## src/rtl/bws_ram.sv

```systemverilog
// Generic single-port-write, single-port-read RAM with a registered read.
`timescale 1ns / 1ps
module bws_ram #(
	parameter int WIDTH = 8,
	parameter int DEPTH = 2
) (
	input  logic                                   clk,
	input  logic                                   we,
	input  logic [(DEPTH > 1 ? $clog2(DEPTH) : 1)-1:0] waddr,
	input  logic [WIDTH-1:0]                       wdata,
	input  logic                                   re,
	input  logic [(DEPTH > 1 ? $clog2(DEPTH) : 1)-1:0] raddr,
	output logic [WIDTH-1:0]                       rdata
);

	logic [WIDTH-1:0] mem [DEPTH];

	// Write port and registered read port.
	always_ff @(posedge clk) begin
		if (we) begin
			mem[waddr] <= wdata;
		end
		if (re) begin
			rdata <= mem[raddr];
		end
	end

endmodule

```

## config.mk

```make
export PLATFORM = sky130hd
export DESIGN_NAME = bws_ram
export DESIGN_NICKNAME = d
export VERILOG_FILES = /design/src/rtl/bws_ram.sv
export SDC_FILE = /design/constraint.sdc
export NUM_CORES = 1
export LEC_CHECK = 0
export ABC_AREA = 1
export ABC_CLOCK_PERIOD_IN_PS = 1700
export BUFFER_PORTS_ARGS = -buffer_cell sky130_fd_sc_hd__buf_2
export CAP_MARGIN = 20
export CORE_MARGIN = 2
export CORE_UTILIZATION = 30
export DETAILED_ROUTE_END_ITERATION = 8
export PLACE_DENSITY = 0.59
export SLEW_MARGIN = 20
export SYNTH_ARGS = -nofsm -noshare
export SYNTH_HDL_FRONTEND = slang
export SYNTH_SLANG_ARGS = --single-unit
```

## constraint.sdc

```tcl
create_clock -name clk -period 1.7 [get_ports clk]
set_input_delay 0.17 -clock clk [delete_from_list [all_inputs] [get_ports clk]]
set_output_delay 0.17 -clock clk [all_outputs]
set_load 0.01 [all_outputs]
```

# Yosys cells after proc, flatten, opt, wreduce, memory -nomap -nowiden
# Memories as Yosys holds them, arrays and structs flattened. A register that Yosys moved wholly into a read port is not among the register bits.
# Cells that the tools add are included.
[word_totals] reg_bits=0 mem_bits_rw=16 in_bits=13 output_inout_bits=8 word_cells=3 memories=1
[op_classes] mux=2
[memory_table] name="mem" depth=2 word_bits=8 rd=1 rd_clocked_by_memory_dff=1 write_ports=1 line_no="16" source="logic [WIDTH-1:0] mem [DEPTH];"
[ops] operator="$mux W1" count=2

# Depth between registers and ports, before layout
[logic_depth] depth_word=2 mapped_depth=4 depth_no_buf=3

# Least setup slack after synthesis
# Ideal clock, no wire load.
[synth_timing] path_kind="input-to-reg" start="input we" end="memory mem[0][0] (enable)" setup_ps=371 t_arrival_ps=559 required_ps=1329 setup_slack_ps=770 cell_stages=2 path_cell_list="inv_1 nor2_1"
[synth_between] elab_chain_len=2
[synth_lines] element="start: declaration" line_no="8" source="input logic we,"
[synth_lines] element="$mux W1" line_no="20" source="if (we) begin"
[synth_lines] element="$mux W1 (not written as such)" line_no="21" source="mem[waddr] <= wdata;"
[synth_lines] element="end: declaration" line_no="16"
# No other way between the ends.

# Final worst setup path
[layout_timing] start="register rdata[0] (read register of mem)" end="output rdata[0]"
[layout_rtl] element="start: declaration" line_no="13" source="output logic [WIDTH-1:0] rdata"
# No word-level cell between the ends.

==> metrics <==
status=complete, no violations; Total Routing Usage GR=7.22%; Max VDD drop=0.604 mV; initial antenna violation count=0; Crit Path Class=reg2out; n_diodes=0; worst hold path class=in2reg; final setup fails=0; Worst Hold Path EP=mem[1][0]; vias in the first global route=414; crit path DAT=0.83 ns; share of cells above drive strength 1=31.2%; Post-route DRC=0; worst-path fanout max=1; clock latency on the worst-skew pair=0.30 ns; sequential area share after synthesis=between 80% and 90%; die area=3240 µm²; Worst-Margin Slew=0.612 ns; clock sinks=24; hold depth=1; #FFs+latches synth=24; max-cap violation count=0; crit path buf inv count=1; routed len/inst=about 11 µm; Avg Cell Area, Syn=about 16 µm²; final net count=roughly 90; core area=2710 µm²; Worst slew margin=59.1%; R2R Path End=rdata[1]; drt via density=around 4.0; R2R setup slack=0.95 ns; setup repair after global routing missed its margin=no; crit-path cells=buf_2; GR Overflow Total=0; Root Driver=clkbuf_4; Die Wd=56.9 µm; Yosys Warn Count=0; critical path's slowest cell=edfxtp_1; initial cell density of the core=31.0%; cell family with most CP delay=flip-flops; CTS tree=built; Die Y=56.9 µm; r2r startpoint=mem[0][1]; Final Slew Violations=0; first-pass GRT wire length=1810 µm; Syn Std Cell Area=841 µm²; final hold violation count=0; DRT Pass-1 Iters=3; pin count of the biggest net entering global routing=14; Critical Path RT=~1.5 ns; Placement Rows=19; input/output buffers=20; routability-driven placement congestion ratio=roughly 0.66; post-route worst setup slack=around 0.7 ns; Setup Buffers After CTS=0; CP Capture Type=output pin; syn_nets=67; Worst-path clk slew=0.12 ns; worst slack at placement=0.542 ns; fin crit share=58.9%; utilization after layout=between 30% and 40%; Max clock buf depth=2; Inserted Clock Buffers=3; synth unique cells=6; Resize count post-CTS=0; PwrDens=slightly above 1000 nW/µm²; Post-DP HPWL=801 µm; Routed Antenna Nets=0; Max Freq=about 1000 MHz; commonest non-fill, non-tap cells in the layout=25 x nand2_1, 24 x edfxtp_1, 20 x buf_2, 3 x clkbuf_4, 2 x inv_1; IO Pins=21; Post-Synthesis Cells=54; Routed WL=1140 µm; r2r worst-path depth=2; Worst Setup Start Kind=flop; commonest non-fill, non-tap cell in the layout=nand2_1; H-tree levels=1; minimum clock period=between 1 and 1.5 ns; synth-to-layout area growth=18.3%; min-delay src=wdata[0]; slowest stage delay, CP=0.38 ns; clock skew=0.00669 ns; Static Leak=0.416 nW; initial DRC count=4; via count=437; Post-Route Setup TNS=0 ns; Hold-fix buffers, CTS=0
[worst max path at each step]
stage	from	to	cells past startpoint
2_1_floorplan	we	mem[0][0]	2
3_3_place_gp	waddr	mem[0][3]	2
3_5_place_dp	waddr	mem[0][3]	2
4_1_cts	rdata[2]	rdata[2]	1
5_1_grt	rdata[1]	rdata[1]	1
6_report	rdata[0]	rdata[0]	1
[where the power goes]
group	internal [mW]	switching, mW
Clock	0.0856	0.156
Combinational	0.0269	0.0433
Sequential	0.698	0.00888
[worst reg2reg max path, stage by stage, from the launching register on]
cell,delay [ns]
edfxtp_1,0.39
nand2_1,0.09
nand2_1,0.05
[sequential cells by signal, indices dropped and copies added (netlist names)]
name   cells
rdata      8
mem       16
[per-stage QoR]
stage / area (µm²) / hold slack [ns] / instances / total power, mW
5_1_grt: 995 / 0.0405 / 108 / 1.05
2_1_floorplan: 841 / 0.269 / 54 / 0.755
3_5_place_dp: 968 / 0.361 / 104 / 0.792
6_report: 995 / 0.0452 / 108 / 1.02
3_3_place_gp: 968 / 0.363 / 104 / 0.790
4_1_cts: 995 / 0.0462 / 108 / 1.02
[final cells by class]
type / count / area [µm²]
fillers: 285 / 1720
repair buffers: 20 / 100
clock buffers: 3 / 22.5
well taps: 31 / 38.8
inverters: 3 / 11.3
multi-input cells: 26 / 97.6
clock inverters: 1 / 3.75
flip-flops and latches: 24 / 721
[layer usage]
metal  up-vias  share of wire [%]  track usage, %  routed length, µm
li1        227                  -               -                  -
met1       192                 43            9.32                485
met2        14                 49            11.5                563
met3         4                6.6            2.04                 75
met4         0                1.5            2.99                 17
met5         -                  0               0                  0
[kinds of logic after synthesis]
| logic type | share of synthesized area [%] |
|---|---|
| AND/OR/NAND/NOR | 11.6 |
| buffers and inverters | 2.68 |
| flip-flops | 85.7 |
[Yosys cell counts]
master / number / area [µm²]
edfxtp_1: 24 / 721
nand2_1: 25 / 93.8
buf_6: 1 / 11.3
inv_2: 1 / 3.75
nor2_1: 1 / 3.75
inv_1: 2 / 7.51
No activity file was read; power rests on OpenSTA's default activity.
