## config.mk

```make
export PLATFORM = sky130hd
export DESIGN_NAME = bws_ratio_div
export DESIGN_NICKNAME = d
export VERILOG_FILES = /design/src/rtl/bws_pkg.sv /design/src/rtl/bws_ratio_div.sv
export SDC_FILE = /design/constraint.sdc
export NUM_CORES = 1
export LEC_CHECK = 0
export ABC_AREA = 1
export BUFFER_PORTS_ARGS = -buffer_cell sky130_fd_sc_hd__buf_2
export CORE_UTILIZATION = 45
export DETAILED_ROUTE_END_ITERATION = 10
export GPL_TIMING_DRIVEN = 0
export PLACE_DENSITY = 0.7
export SYNTH_ARGS = -nofsm -noshare
export SYNTH_HDL_FRONTEND = slang
export SYNTH_SLANG_ARGS = --single-unit
```

## constraint.sdc

```tcl
create_clock -name clk -period 2.8 [get_ports clk]
set_input_delay 0.56 -clock clk [delete_from_list [all_inputs] [get_ports clk]]
set_output_delay 0.56 -clock clk [all_outputs]
set_load 0.03 [all_outputs]
```

## src/rtl/bws_pkg.sv

```systemverilog
// Shared types, widths and codes of the bandwidth supervisor.
`timescale 1ns / 1ps
package bws_pkg;

	// Field and table widths.
	localparam int BW_W       = 21;
	localparam int SUM_W      = 27;
	localparam int COEFF_FRAC = 16;
	localparam int COEFF_W    = COEFF_FRAC + 1;
	localparam int ACT_W      = 2;
	localparam int SLOT_W     = 6;
	localparam int USER_W     = 4;
	localparam int LEVEL_W    = 1;
	localparam int STATUS_W   = 2;
	localparam int CFG_IDX_W  = 2;

	localparam logic [COEFF_W-1:0] COEFF_UNIT = {1'b1, {COEFF_FRAC{1'b0}}};
	localparam logic [BW_W-1:0] BW_UNIT = {1'b1, {(BW_W-1){1'b0}}};

	typedef enum logic [ACT_W-1:0] {
		ACT_ADMIT,
		ACT_SET_REQ,
		ACT_QUERY,
		ACT_RELEASE
	} action_t;

	typedef enum logic [STATUS_W-1:0] {
		STATUS_OK,
		STATUS_UNAUTH,
		STATUS_OVERLOAD,
		STATUS_INVALID
	} status_t;

	typedef enum logic [CFG_IDX_W-1:0] {
		REG_UTIL_BOUND,
		REG_SPARE,
		REG_LEVEL0_MAX,
		REG_LEVEL1_MAX
	} cfg_reg_t;

	// One server table entry.
	typedef struct packed {
		logic [BW_W-1:0]    requested;
		logic [BW_W-1:0]    guaranteed;
		logic [BW_W-1:0]    used;
		logic [LEVEL_W-1:0] level;
		logic [USER_W-1:0]  user;
		logic [BW_W-1:0]    user_max;
	} srv_entry_t;

	// One user table entry.
	typedef struct packed {
		logic [SUM_W-1:0]   requested;
		logic [COEFF_W-1:0] coeff;
		logic [SUM_W-1:0]   guaranteed;
		logic [SUM_W-1:0]   used;
	} usr_entry_t;

	localparam usr_entry_t USR_RESET = '{
		requested: '0, coeff: COEFF_UNIT, guaranteed: '0, used: '0
	};

	// Command to the coefficient divider.
	typedef struct packed {
		logic             start;
		logic [BW_W-1:0]  top;
		logic [SUM_W-1:0] sub;
		logic [SUM_W-1:0] den;
	} div_cmd_t;

	// Response of the coefficient divider.
	typedef struct packed {
		logic               busy;
		logic               done;
		logic [COEFF_W-1:0] coeff;
	} div_rsp_t;

	typedef enum logic [3:0] {
		S_IDLE,
		S_READ,
		S_CHECK,
		S_USER,
		S_QMUL1,
		S_QMUL2,
		S_QSUM,
		S_SR_SAT,
		S_SR_SUMS,
		S_SR_UDIV,
		S_SR_UWAIT,
		S_LVL,
		S_LVL_WAIT,
		S_RELEASE,
		S_RESP
	} state_t;

endpackage

```

## src/rtl/bws_ratio_div.sv

```systemverilog
// Iterative divider that forms a clamped 16-bit-fraction coefficient.
`timescale 1ns / 1ps
module bws_ratio_div (
	input  logic               clk,
	input  logic               arst_n,
	input  bws_pkg::div_cmd_t  cmd,
	output bws_pkg::div_rsp_t  rsp
);
	import bws_pkg::*;

	localparam int CNT_W = $clog2(COEFF_FRAC + 1);

	logic                  busy_q;
	logic                  done_q;
	logic                  unit_q;
	logic [CNT_W-1:0]      cnt_q;
	logic [SUM_W-1:0]      rem_q;
	logic [SUM_W-1:0]      den_q;
	logic [COEFF_FRAC-1:0] quo_q;
	logic [SUM_W-1:0]      top_ext;
	logic [SUM_W-1:0]      num;
	logic                  saturate;
	logic [SUM_W:0]        shifted;
	logic                  fits;

	// The numerator is clamped at zero; a quotient of one or more saturates.
	always_comb begin
		top_ext  = SUM_W'(cmd.top);
		num      = (top_ext > cmd.sub) ? (top_ext - cmd.sub) : '0;
		saturate = (cmd.den == '0) || (num >= cmd.den);
		shifted  = {rem_q, 1'b0};
		fits     = shifted >= {1'b0, den_q};
	end

	// Control: one quotient bit per cycle.
	always_ff @(posedge clk or negedge arst_n) begin
		if (!arst_n) begin
			busy_q <= 1'b0;
			done_q <= 1'b0;
			unit_q <= 1'b0;
			cnt_q  <= '0;
		end else begin
			done_q <= 1'b0;
			if (cmd.start) begin
				unit_q <= saturate;
				if (saturate) begin
					done_q <= 1'b1;
				end else begin
					busy_q <= 1'b1;
					cnt_q  <= CNT_W'(COEFF_FRAC);
				end
			end else if (busy_q) begin
				cnt_q <= cnt_q - CNT_W'(1);
				if (cnt_q == CNT_W'(1)) begin
					busy_q <= 1'b0;
					done_q <= 1'b1;
				end
			end
		end
	end

	// Restoring long division of the remainder.
	always_ff @(posedge clk) begin
		if (cmd.start) begin
			rem_q <= num;
			den_q <= cmd.den;
			quo_q <= '0;
		end else if (busy_q) begin
			rem_q <= fits ? SUM_W'(shifted - {1'b0, den_q}) : SUM_W'(shifted);
			quo_q <= {quo_q[COEFF_FRAC-2:0], fits};
		end
	end

	assign rsp.busy  = busy_q;
	assign rsp.done  = done_q;
	assign rsp.coeff = unit_q ? COEFF_UNIT : {1'b0, quo_q};

	a_no_restart: assert property (@(posedge clk) disable iff (!arst_n)
		cmd.start |-> !busy_q) else $error("divider restarted while busy");
	a_last_step: assert property (@(posedge clk) disable iff (!arst_n)
		(busy_q && cnt_q == CNT_W'(1) && !cmd.start) |=> done_q)
		else $error("divider missed its completion");
	a_done_pulse: assert property (@(posedge clk) disable iff (!arst_n)
		done_q |=> !done_q) else $error("divider completion held");

endmodule

```

; Yosys cells after proc, flatten, opt, wreduce, memory -nomap -nowiden
; Cells that the tools add are included.
[op_classes]
order_cmp = 3
addsub = 3
eq_ne = 2
mux = 16
reduce_logical = 4
[op_table]
columns = cell, count
row1 = $mux 27, 4
row2 = $ge 28x27->1, 1
row3 = $ge 27x27->1, 1
row4 = $gt 21x27->1, 1
row5 = $logic_not 27->1, 1
row6 = $sub 21x27->27, 1
row7 = $sub 27x27->27, 1
row8 = $mux 17, 1
row9 = $mux 5, 3
row10 = $mux 1, 8
row11 = $eq 5x1->1 const B, 1
row12 = $sub 5x1->5 const B, 1
row13 = $ne 2x2->1 const B, 1
row14 = $reduce_and 2->1, 1
row15 = $reduce_bool 2->1, 1
row16 = $logic_or 1x1->1, 1
[word_totals]
in_bits = 78
ff_bits = 78
output_inout_bits = 19
elab_cells = 35

; Logic depth before layout (Yosys ltp)
; Gate-level depths: netlist (run 1).
[logic_depth]
ltp_word = 6
ltp_mapped = 28

; Least setup slack after synthesis (run 1)
; Ideal clock, no wire load.
[synth_path]
path_kind = input to register
startpoint = input port cmd[38] (netlist bit)
endpoint = register cnt_q[4]
setup_ns = 0.118
n_path_buf = 1
cell_stages = 21
required_time_ns = 2.682
setup_slack_ns = -0.299
arrival_ns = 2.980
path_cell_list = inv_1 ha_1 nand2_1 nor2_1 nand2_1 nor3_1 a21oi_1 nand2_4 inv_2 buf_6 and2_1 ha_1 nand2_1 nor2_1 nand4_1 nor2_1 nand2_1 nand4_1 nand2_1 nand3_1 nand2_1
[synth_via]
elab_chain_len = 6
elab_cells_between_ends = 7
cone_classes = add/sub (1) / order compare (2) / eq/ne (1) / mux (1) / reduce/logical (2)
[synth_lines]
columns = item, line_no
row1 = "start, declared", bws_ratio_div.sv:6  ; input bws_pkg::div_cmd_t cmd,
row2 = $sub 21x27->27 / $gt 21x27->1 (equally long branches), bws_ratio_div.sv:29  ; num = (top_ext > cmd.sub) ? (top_ext - cmd.sub) : '0;
row3 = $mux 27 *, bws_ratio_div.sv:29
row4 = $ge 27x27->1 *, bws_ratio_div.sv:30  ; saturate = (cmd.den == '0) || (num >= cmd.den);
row5 = $logic_or 1x1->1 *, bws_ratio_div.sv:30
row6 = $ne 2x2->1 (no source line) *, n/a
row7 = $reduce_and 2->1 (no source line) *, n/a
row8 = "end signal, assigned", bws_ratio_div.sv:50  ; cnt_q <= CNT_W'(COEFF_FRAC);
row9 = "end signal, assigned", bws_ratio_div.sv:53  ; cnt_q <= cnt_q - CNT_W'(1);
row10 = "end, declared", bws_ratio_div.sv:16  ; logic [CNT_W-1:0] cnt_q;
; Mark *: on every way between the ends. The rest lies on a longest branch, timed or not.
; A chain may end at the register's enable or synchronous reset.

; Final worst setup path (run 1)
[layout_path]
startpoint = input port cmd[39] (netlist bit)
endpoint = register done_q
[layout_via]
elab_chain_len = 6
elab_cells_between_ends = 7
cone_classes = add/sub (1) / order compare (2) / mux (3) / reduce/logical (1)
[layout_lines]
columns = item, line_no
row1 = $sub 21x27->27 / $gt 21x27->1 (equally long branches), bws_ratio_div.sv:29
row2 = $mux 27 *, bws_ratio_div.sv:29
row3 = $ge 27x27->1 *, bws_ratio_div.sv:30
row4 = $logic_or 1x1->1 *, bws_ratio_div.sv:30
row5 = $mux 1 *, bws_ratio_div.sv:46  ; if (saturate) begin
row6 = $mux 1 *, bws_ratio_div.sv:44  ; if (cmd.start) begin
row7 = "end signal, assigned", bws_ratio_div.sv:39  ; done_q <= 1'b0;
row8 = "end signal, assigned", bws_ratio_div.sv:43  ; done_q <= 1'b0;
row9 = "end signal, assigned", bws_ratio_div.sv:47  ; done_q <= 1'b1;
row10 = "end, declared", bws_ratio_div.sv:14  ; logic done_q;
; Marked as above.

==> results of run 1 <==
[metal layers]
metal | routed length [µm] | global-route usage
met1 | 10400 | 0.318
met2 | 12300 | 0.452
met3 | 756 | 0.0194
met4 | 862 | 0.123
met5 | 0 | 0
[path summary, 6_finish.rpt]
kind / cells past startpoint / from / slack (ps) / end
worst max-delay path: 21 / cmd[39] / -270 / done_q$_DFF_PN0_
worst min-delay path: 1 / arst_n / 60 / cnt_q[3]$_DFFE_PN0P_
worst max register to register: 13 / den_q[0]$_DFFE_PP_ / 210 / rem_q[15]$_DFFE_PP_
worst min register to register: 2 / quo_q[15]$_SDFFE_PP0P_ / 490 / quo_q[15]$_SDFFE_PP0P_
max in group asynchronous: 1 / arst_n / 2570 / busy_q$_DFFE_PN0P_
min in group clk: 1 / cmd[21] / 420 / den_q[21]$_DFFE_PP_
[power groups by stage]
stage | clock network, µW | registers [µW] | logic (µW)
after floorplan | 0 | 1700 | 2870
after global placement | 0 | 1740 | 3740
after detailed placement | 0 | 1750 | 3780
after CTS | 1120 | 1730 | 3900
after global routing | 1170 | 1770 | 4520
final | 1100 | 1740 | 4060
[stage by stage]
stage | hold WS (ps) | worst slack, ps
after global placement | 415 | -982
after floorplan | 264 | -111
after detailed placement | 414 | -754
after global routing | 66.2 | -389
final | 58.8 | -272
after CTS | 59.3 | -205
[cells in the final DEF (no fill, tap or decap), types with 3 or more instances in the layout]
master / synthesis / final
sky130_fd_sc_hd__nand3_2: 4 / 15
sky130_fd_sc_hd__nand2_1: 392 / 350
sky130_fd_sc_hd__clkinv_2: 0 / 3
sky130_fd_sc_hd__nand3b_1: 3 / 3
sky130_fd_sc_hd__nand3_1: 96 / 81
sky130_fd_sc_hd__o21bai_1: 6 / 5
sky130_fd_sc_hd__inv_1: 281 / 262
sky130_fd_sc_hd__conb_1: 1 / 3
sky130_fd_sc_hd__buf_6: 4 / 16
sky130_fd_sc_hd__clkbuf_1: 12 / 11
sky130_fd_sc_hd__a21oi_4: 0 / 5
sky130_fd_sc_hd__a21oi_1: 53 / 31
sky130_fd_sc_hd__nor3_4: 0 / 3
sky130_fd_sc_hd__xnor2_1: 17 / 17
sky130_fd_sc_hd__dfxtp_1: 16 / 16
sky130_fd_sc_hd__buf_1: 3 / 3
sky130_fd_sc_hd__buf_4: 3 / 27
sky130_fd_sc_hd__xor2_1: 8 / 8
sky130_fd_sc_hd__a21oi_2: 1 / 18
sky130_fd_sc_hd__inv_2: 5 / 20
sky130_fd_sc_hd__o21ai_1: 3 / 6
sky130_fd_sc_hd__nor2_2: 6 / 21
sky130_fd_sc_hd__nor2_4: 2 / 12
sky130_fd_sc_hd__nand3_4: 0 / 4
sky130_fd_sc_hd__nand2_2: 5 / 36
sky130_fd_sc_hd__nand2_4: 1 / 11
sky130_fd_sc_hd__o22ai_1: 16 / 16
sky130_fd_sc_hd__nor2_1: 115 / 90
sky130_fd_sc_hd__nand4_1: 46 / 46
sky130_fd_sc_hd__buf_2: 3 / 86
sky130_fd_sc_hd__dfrtp_1: 8 / 8
sky130_fd_sc_hd__o21ai_0: 18 / 15
sky130_fd_sc_hd__ha_1: 77 / 41
sky130_fd_sc_hd__nor3_1: 12 / 7
sky130_fd_sc_hd__edfxtp_1: 54 / 54
sky130_fd_sc_hd__clkbuf_16: 0 / 10
sky130_fd_sc_hd__ha_4: 0 / 36
[flip-flops by register name, indices dropped and copies added, names as in the netlist]
register,cells
den_q,27
rem_q,27
quo_q,16
cnt_q,5
busy_q,1
done_q,1
unit_q,1
[kinds of logic after synthesis]
group | after synthesis
buffers and inverters | 311
other | 1
AO/OA/AOI/OAI | 100
flip-flops | 78
AND/OR/NAND/NOR | 693
XOR/XNOR | 25
adder cells (fa/ha/maj) | 79
[layout make-up]
class,count,area [µm²]
repair buffers,123,790
fillers,1595,6940
clock buffers,11,254
well taps,225,282
inverters,286,1090
flip-flops and latches,78,2140
clock inverters,5,32.5
plain buffers,25,150
multi-input cells,900,5790
[what timing repair did]
item,CTS,global route
setup buffers,18,8
endpoints found under the setup margin,8,21
gates cloned,1,0
resized for setup,87,96
pin swaps,41,60
==> results list, run 1 <==
* Fraction of post-synthesis cell area in the top cell type by area: 0.200
- Switching Fraction: 0.461
* Slew Limit Fails: 0
- Row generation in the floorplan step produced 48 rows.
- Once placement completed, the tool counted placed cells totaling 1610.
- Fraction of final layout cells sized beyond drive strength 1: 0.242
- Sum Neg Setup Slack: -1770 ps
- Register bit count reported by yosys: 78
* Internal Pwr Total: 3720 µW
- Period utilisation layout: 1.10
* HPWL Detailed: 19100 µm
- The most common cell in the synthesized netlist is sky130_fd_sc_hd__nand2_1.
- Once routing completed, OpenROAD measured the worst setup slack at -272 ps.
* Largest family of logic cells by synthesized area: simple AND/OR/NAND/NOR gates
- Wires add up to 24300 µm.
* Arithmetic-cell share of the synthesized area counting full adders, half adders and majority gates: 0.124
* Core footprint: between 0.015 and 0.02 mm²
- Once layout is complete, the utilization of the core stands at 0.603.
- Clock H-tree levels: 3
- For this design the ratio of total power to cell area is 656 mW/mm².
- Final Power: 6910 µW
* Wire length of the first global-routing pass: 37100 µm
* Summed instance area of the synthesized netlist: between 0.008 and 0.009 mm²
- Die outline height: between 100 and 150 µm
- Antenna violations before repair: 0
- Worst stage delay on the critical path: 310 ps
* Type of the setup path with the least slack: primary input to flip-flop
- 0 antenna diodes ended up in the layout.
- On the critical path the largest part of the delay comes from simple AND/OR/NAND/NOR gates.
- Layout Nets: 1580
- GRT Total Usage: 0.258
- Port buffering added 96 buffers.
- Standby leakage power: around 0.0055 µW
* Clk Latency, worst-skew pair: about 330 ps
- Routability-driven placement finished with a final weighted congestion of 0.933.
* Post-synthesis async set-or-reset flop share: 0.103
- For this block, the via count after detailed routing is 8469.
* Transition time of the tightest slew-check pin: 753 ps
* Root buffer cell: sky130_fd_sc_hd__clkbuf_16
- In the synthesized netlist the dominant register cell turns out to be sky130_fd_sc_hd__edfxtp_1.
- Dividing the detail-routed wire length by the instance count gives 14.7 µm.
- Remaining max-slew budget at the tightest pin: 0.498
* Final count of hold timing violations: 0
* Number of global-route vias before repair: 7763
- Kind of launch point of the worst setup path: primary input
- GRT Residual Overflow: 0
* Proportion of synthesized area in mux cells: 0
- TritonCTS buffer count: 9
- Clock sink count: 78
- Number of DRC markers after the initial detailed-route iteration: 533
- Detailed-router iteration count before antenna repair: 5
- During I/O placement, the number of pins put on the boundary was between 90 and 100.
* Worst-path fanout max: 8
- STA classifies the critical path endpoint as a flip-flop.
- In this run the cell area measured after placement is 0.00924 mm².
* X dimension of the die: 136 µm
* Simple-Gate Fraction of Synth Area: 0.368
- Total of warnings raised by yosys: 0
* Initial Util: 0.464
* Result of the run: finished, violations left
- In this run the power spent charging and discharging nets is 3190 µW.
- Post-route cell area: 0.0105 mm²
- Post-synthesis xor/xnor area fraction: 0.0270
- Max-cap violations in this run came to 0.
* Worst-case clock buffer depth: 2
- Timing would allow up to around 0.33 GHz.
* Post-synth EDFFs: 54
- Of the total power, registers draw 0.252.
- Among all stages on the critical path, the largest delay is contributed by sky130_fd_sc_hd__ha_4.
- Post-synthesis cell count: 1287
- The share of total power dissipated in combinational logic is 0.588.
- The routed design could run at a clock period as short as around 3000 ps.
- Synth area leader: sky130_fd_sc_hd__edfxtp_1
* Area fraction in compound gates after synthesis: 0.0674
- The netlist uses 42 different library cells.
- CTS tree: built
- Clock-pin slew of the registers on the worst-case setup and hold paths: 60 ps
* Violations in the final reports: setup timing
- Top cells by area, synth: sky130_fd_sc_hd__edfxtp_1 (20%), sky130_fd_sc_hd__nand2_1 (18%), sky130_fd_sc_hd__inv_1 (13%)
- Between clock sinks in the finished design, the worst skew comes to about 12 ps.
- Residual DRC count: 0
- The floorplan step defined a die boundary enclosing 0.0186 mm².
* Crit path DAT: 3270 ps
- Setup violations remaining at the end of the flow were counted as 8.
- Relative contribution of the clock network to total power: 0.160
- Data required time of the critical path: 3000 ps
- Setup repair after global routing could not meet its margin everywhere.
- Dividing the detail-routed via count by the number of cells gives 5.12.
- Post-DRT Antenna Nets: 0
* Area grow syn2layout: 29.9%
- The critical path contains buffers and inverters numbering 4 combined.
* Filler-free cell count of the finished design: 1653
- The commonest cells after synthesis are sky130_fd_sc_hd__nand2_1 (392), sky130_fd_sc_hd__inv_1 (281), sky130_fd_sc_hd__nor2_1 (115).
- Entering global routing, the biggest net connects 37 pins.
* Ordered list of cells on the worst path: buf_6 > inv_2 > ha_4 > nand2_4 > nor2_4 > nand2_4 > nor3_4 > a21oi_4 > nand2_8 > inv_8 > buf_6 > and2_4 > ha_4 > nand2_1 > nand2_1 > a21oi_2 > nand2_2 > a21oi_2 > nand4_1 > nand2_2 > o21ai_1
* Avg Synthesized Cell Area: 6.30 µm²
- The tightest min-delay check is of the primary input to asynchronous set/reset pin type.
* Sequential area share after synthesis: 0.264
* Peak ir drop on the vdd network: 362 µV
* Post-cts hold buffer count: 0
Note: power is estimated with default switching activity, not from simulation.
==> inputs of run 2 (changes only) <==
CELL_PAD_IN_SITES_DETAIL_PLACEMENT = 0   (was unset)
CELL_PAD_IN_SITES_GLOBAL_PLACEMENT = 1   (was unset)
CORE_UTILIZATION = 42   (was 45)
PLACE_DENSITY = 0.88   (was 0.7)
==> run 2 against run 1 <==
The run still ends with setup timing left. Non-clock buffer count up 18. Cell count up 3.3%. Combinational power up 2%. First-iteration DRC count down 5.3%. Critical path type unchanged. Flip-flop and latch count unchanged. Routed wire length up 1.2%. Sequential power about the same. Clock skew down 0.80 ps. Core utilization down 2.8 points. Power up 2.6%.
==> results list, run 2 (synthesized netlist as in run 1, its figures left out) <==
- Ordered list of cells on the worst path: buf_2 > inv_2 > ha_4 > nand2_4 > nor2_4 > nand2_4 > nor3_4 > a21oi_4 > nand2_8 > inv_8 > buf_8 > and2_4 > ha_4 > nand2_2 > nand2_2 > a21oi_2 > nand2_1 > a21oi_1 > nand4_1 > nand2_2 > o21ai_1
* GRT Residual Overflow: 0 (unchanged)
- The aggregate routed wire length is 24600 µm (+1.2%).
* DP Cell Count: 1645 (+2.2%)
* Result of the run: finished, violations left
* RSZ-0062 raised after global routing: yes
* X dimension of the die: 141 µm (+3.5%)
- Std-Cell Rows: 50 (+4.2%)
* Slew Limit Fails: 0 (unchanged)
- The maximum operating frequency is 0.327 GHz (+0.54%).
- Antenna violations before repair: 1 (+1)
- Standby leakage power: 0.00571 µW (+3.1%)
* GRT Total Usage: 0.252 (-0.00539)
* Footprint of the multi-input gates: 0.00582 mm² (+0.61%)
* Final setup vio count: 8 (unchanged)
- Die Area: 0.0199 mm² (+7.0%)
- The largest fanout of any net on the critical path was 7 (-1).
- Slowest cell on the critical path: sky130_fd_sc_hd__ha_4
* Layout Nets: 1598 (+1.1%)
* Via count: 8369 (-1.2%)
- The via count of the first global-routing pass is 8008 (+3.2%).
* Clk Latency, worst-skew pair: 340 ps (about the same)
- The largest registers in the layout are den_q x27, rem_q x27, quo_q x16.
* Violations in the final reports: setup timing
* Time the final worst path needs with I/O delays and setup: 3060 ps (-16.4 ps)
- The number of buffers added by the clock tree synthesis step was 9 (unchanged).
- The detailed router's first-iteration violation count is 505 (-5.3%).
- The final-layout setup total negative slack was -1580 ps (+189 ps).
- Post-route cell area: 0.0108 mm² (+2.7%)
* Routability cong.: 0.922 (-1.2%)
- Detailed-router iteration count before antenna repair: 5 (unchanged)
* Clock skew: 11.0 ps (-0.802 ps)
- Worst stage delay on the critical path: 290 ps (-20 ps)
- The power per unit of standard cell area is 655 mW/mm² (-0.15%).
- Minimum setup slack in the final design: -256 ps (+16.4 ps)
- Crit path DAT: 3260 ps (about the same)
- The number of vias per cell after detailed routing is 4.90 (-4.3%).
- Clock-pin slew of the registers on the worst-case setup and hold paths: 60 ps (about the same)
- The maximum level of the CTS H-tree came to 3 (unchanged).
- The number of hold buffers added after CTS came to 0 (unchanged).
* CTS tree: built
- Relative to the synthesized area, the layout overhead comes to 33.5%.
- Leaving out fill and tap cells, the most frequent cells in the layout are sky130_fd_sc_hd__nand2_1 (338), sky130_fd_sc_hd__inv_1 (261), sky130_fd_sc_hd__nor2_1 (94), sky130_fd_sc_hd__buf_2 (83), sky130_fd_sc_hd__nand3_1 (80).
- The final total power came to 7090 µW (+2.6%).
- Most frequent cell on the critical path: sky130_fd_sc_hd__nand2_2
- The largest net degree at the start of global routing was 37 (unchanged).
- Final count of hold timing violations: 0 (unchanged)
- Register Area: 0.00214 mm² (unchanged)
- The setup path with the least slack is of type primary input to flip-flop.
- Peak ir drop on the vdd network: 356 µV (-1.7%)
- The path class of the tightest hold or removal check is primary input to asynchronous set/reset pin.
- Filler-free cell count of the finished design: 1707 (+3.3%)
* Period utilisation layout: 1.09 (-0.00585)
- The number of fill cells in the layout came to 1797 (+13%).
- The wire length of the first global-routing pass came to 39000 µm (+5.1%).
* I/O pin count: 97 (unchanged)
* Root buffer cell: sky130_fd_sc_hd__clkbuf_16
* Initial Util: 0.431 (-0.0334)
- The library cell used most frequently in the layout, excluding fill and tap cells, is sky130_fd_sc_hd__nand2_1.
* Number of buffer cells added on primary ports: 96 (unchanged)
- The worst setup path is launched from a primary input.
- The number of DRC violations after detailed routing is 0 (unchanged).
- The worst setup path is captured at a flip-flop.
- Max-cap violations: 0 (unchanged)
* Data required time of the critical path: 3000 ps (about the same)
* Transition time of the tightest slew-check pin: 781 ps (+27.9 ps)
- HPWL Detailed: 19500 µm (+2.2%)
- The clock sink count is 78 (unchanged).
- Fraction of final layout cells sized beyond drive strength 1: 0.259 (+0.0177)
- Core footprint: 0.0188 mm² (+7.7%)
* Post-DRT Antenna Nets: 0 (unchanged)
* Post-detailed-route wirelength per cell: 14.4 µm (-2.0%)
* Die outline height: 141 µm (+3.5%)
* Instance area after placement: 0.00929 mm² (+0.47%)
- Worst-case clock buffer depth: 2 (unchanged)
- Remaining max-slew budget at the tightest pin: 0.479 (-0.0186)
==> run 2: metal layers <==
layer | vias up | global-route usage | routed length, µm
met4 | 0 | 0.110 | 956
li1 | 4348 | - | -
met3 | 58 | 0.0207 | 626
met5 | - | 0 | 0
met1 | 3787 | 0.307 | 10700
met2 | 176 | 0.454 | 12200
==> run 2: final cells by class <==
type / count / area share
multi-input cells: 900 / 0.538
flip-flops and latches: 78 / 0.198
inverters: 286 / 0.101
repair buffers: 141 / 0.0878
well taps: 260 / 0.0301
clock buffers: 12 / 0.0277
plain buffers: 25 / 0.0145
clock inverters: 4 / 0.00277
diodes: 1 / 0.000231
==> run 2: worst paths after layout <==
path / startpoint / end / slack (ps) / depth (start not counted)
max: cmd[35] / done_q$_DFF_PN0_ / -260 / 21
min: arst_n / cnt_q[4]$_DFFE_PN0P_ / 60 / 1
max reg2reg: rem_q[19]$_DFFE_PP_ / rem_q[24]$_DFFE_PP_ / 170 / 12
min reg2reg: quo_q[6]$_SDFFE_PP0P_ / quo_q[7]$_SDFFE_PP0P_ / 500 / 2
max in group asynchronous: arst_n / done_q$_DFF_PN0_ / 2570 / 1
min in group clk: cmd[25] / den_q[25]$_DFFE_PP_ / 410 / 1
==> run 2: stage by stage <==
stage	worst slack (ps)	util	hold slack (ps)
3_3_place_gp	-1070	0.493	415
3_5_place_dp	-788	0.493	417
6_report	-256	0.575	58.2
5_1_grt	-358	0.575	63.8
2_1_floorplan	-111	-	264
4_1_cts	-249	0.540	47.1
==> run 2: critical path: cells and delay by family <==
| family | cells | cell delay, ps |
|---|---|---|
| AND/OR/NAND/NOR | 11 | 1400 |
| adder cells (fa/ha/maj) | 2 | 540 |
| AO/OA/AOI/OAI | 4 | 430 |
| buffers and inverters | 4 | 300 |
==> run 2: power breakdown <==
part	leakage (µW)	internal [µW]	switching, µW
registers	0.000806	1580	146
clock network	0.000164	767	464
logic	0.00474	1510	2620
total	0.00571	3860	3230
==> run 2: repair_timing <==
action / 4_1_cts / 5_1_grt
gates resized for setup: 89 / 115
setup buffers: 23 / 21
endpoints found under the setup margin: 35 / 25
cloned: 1 / 0
pin swaps: 49 / 72
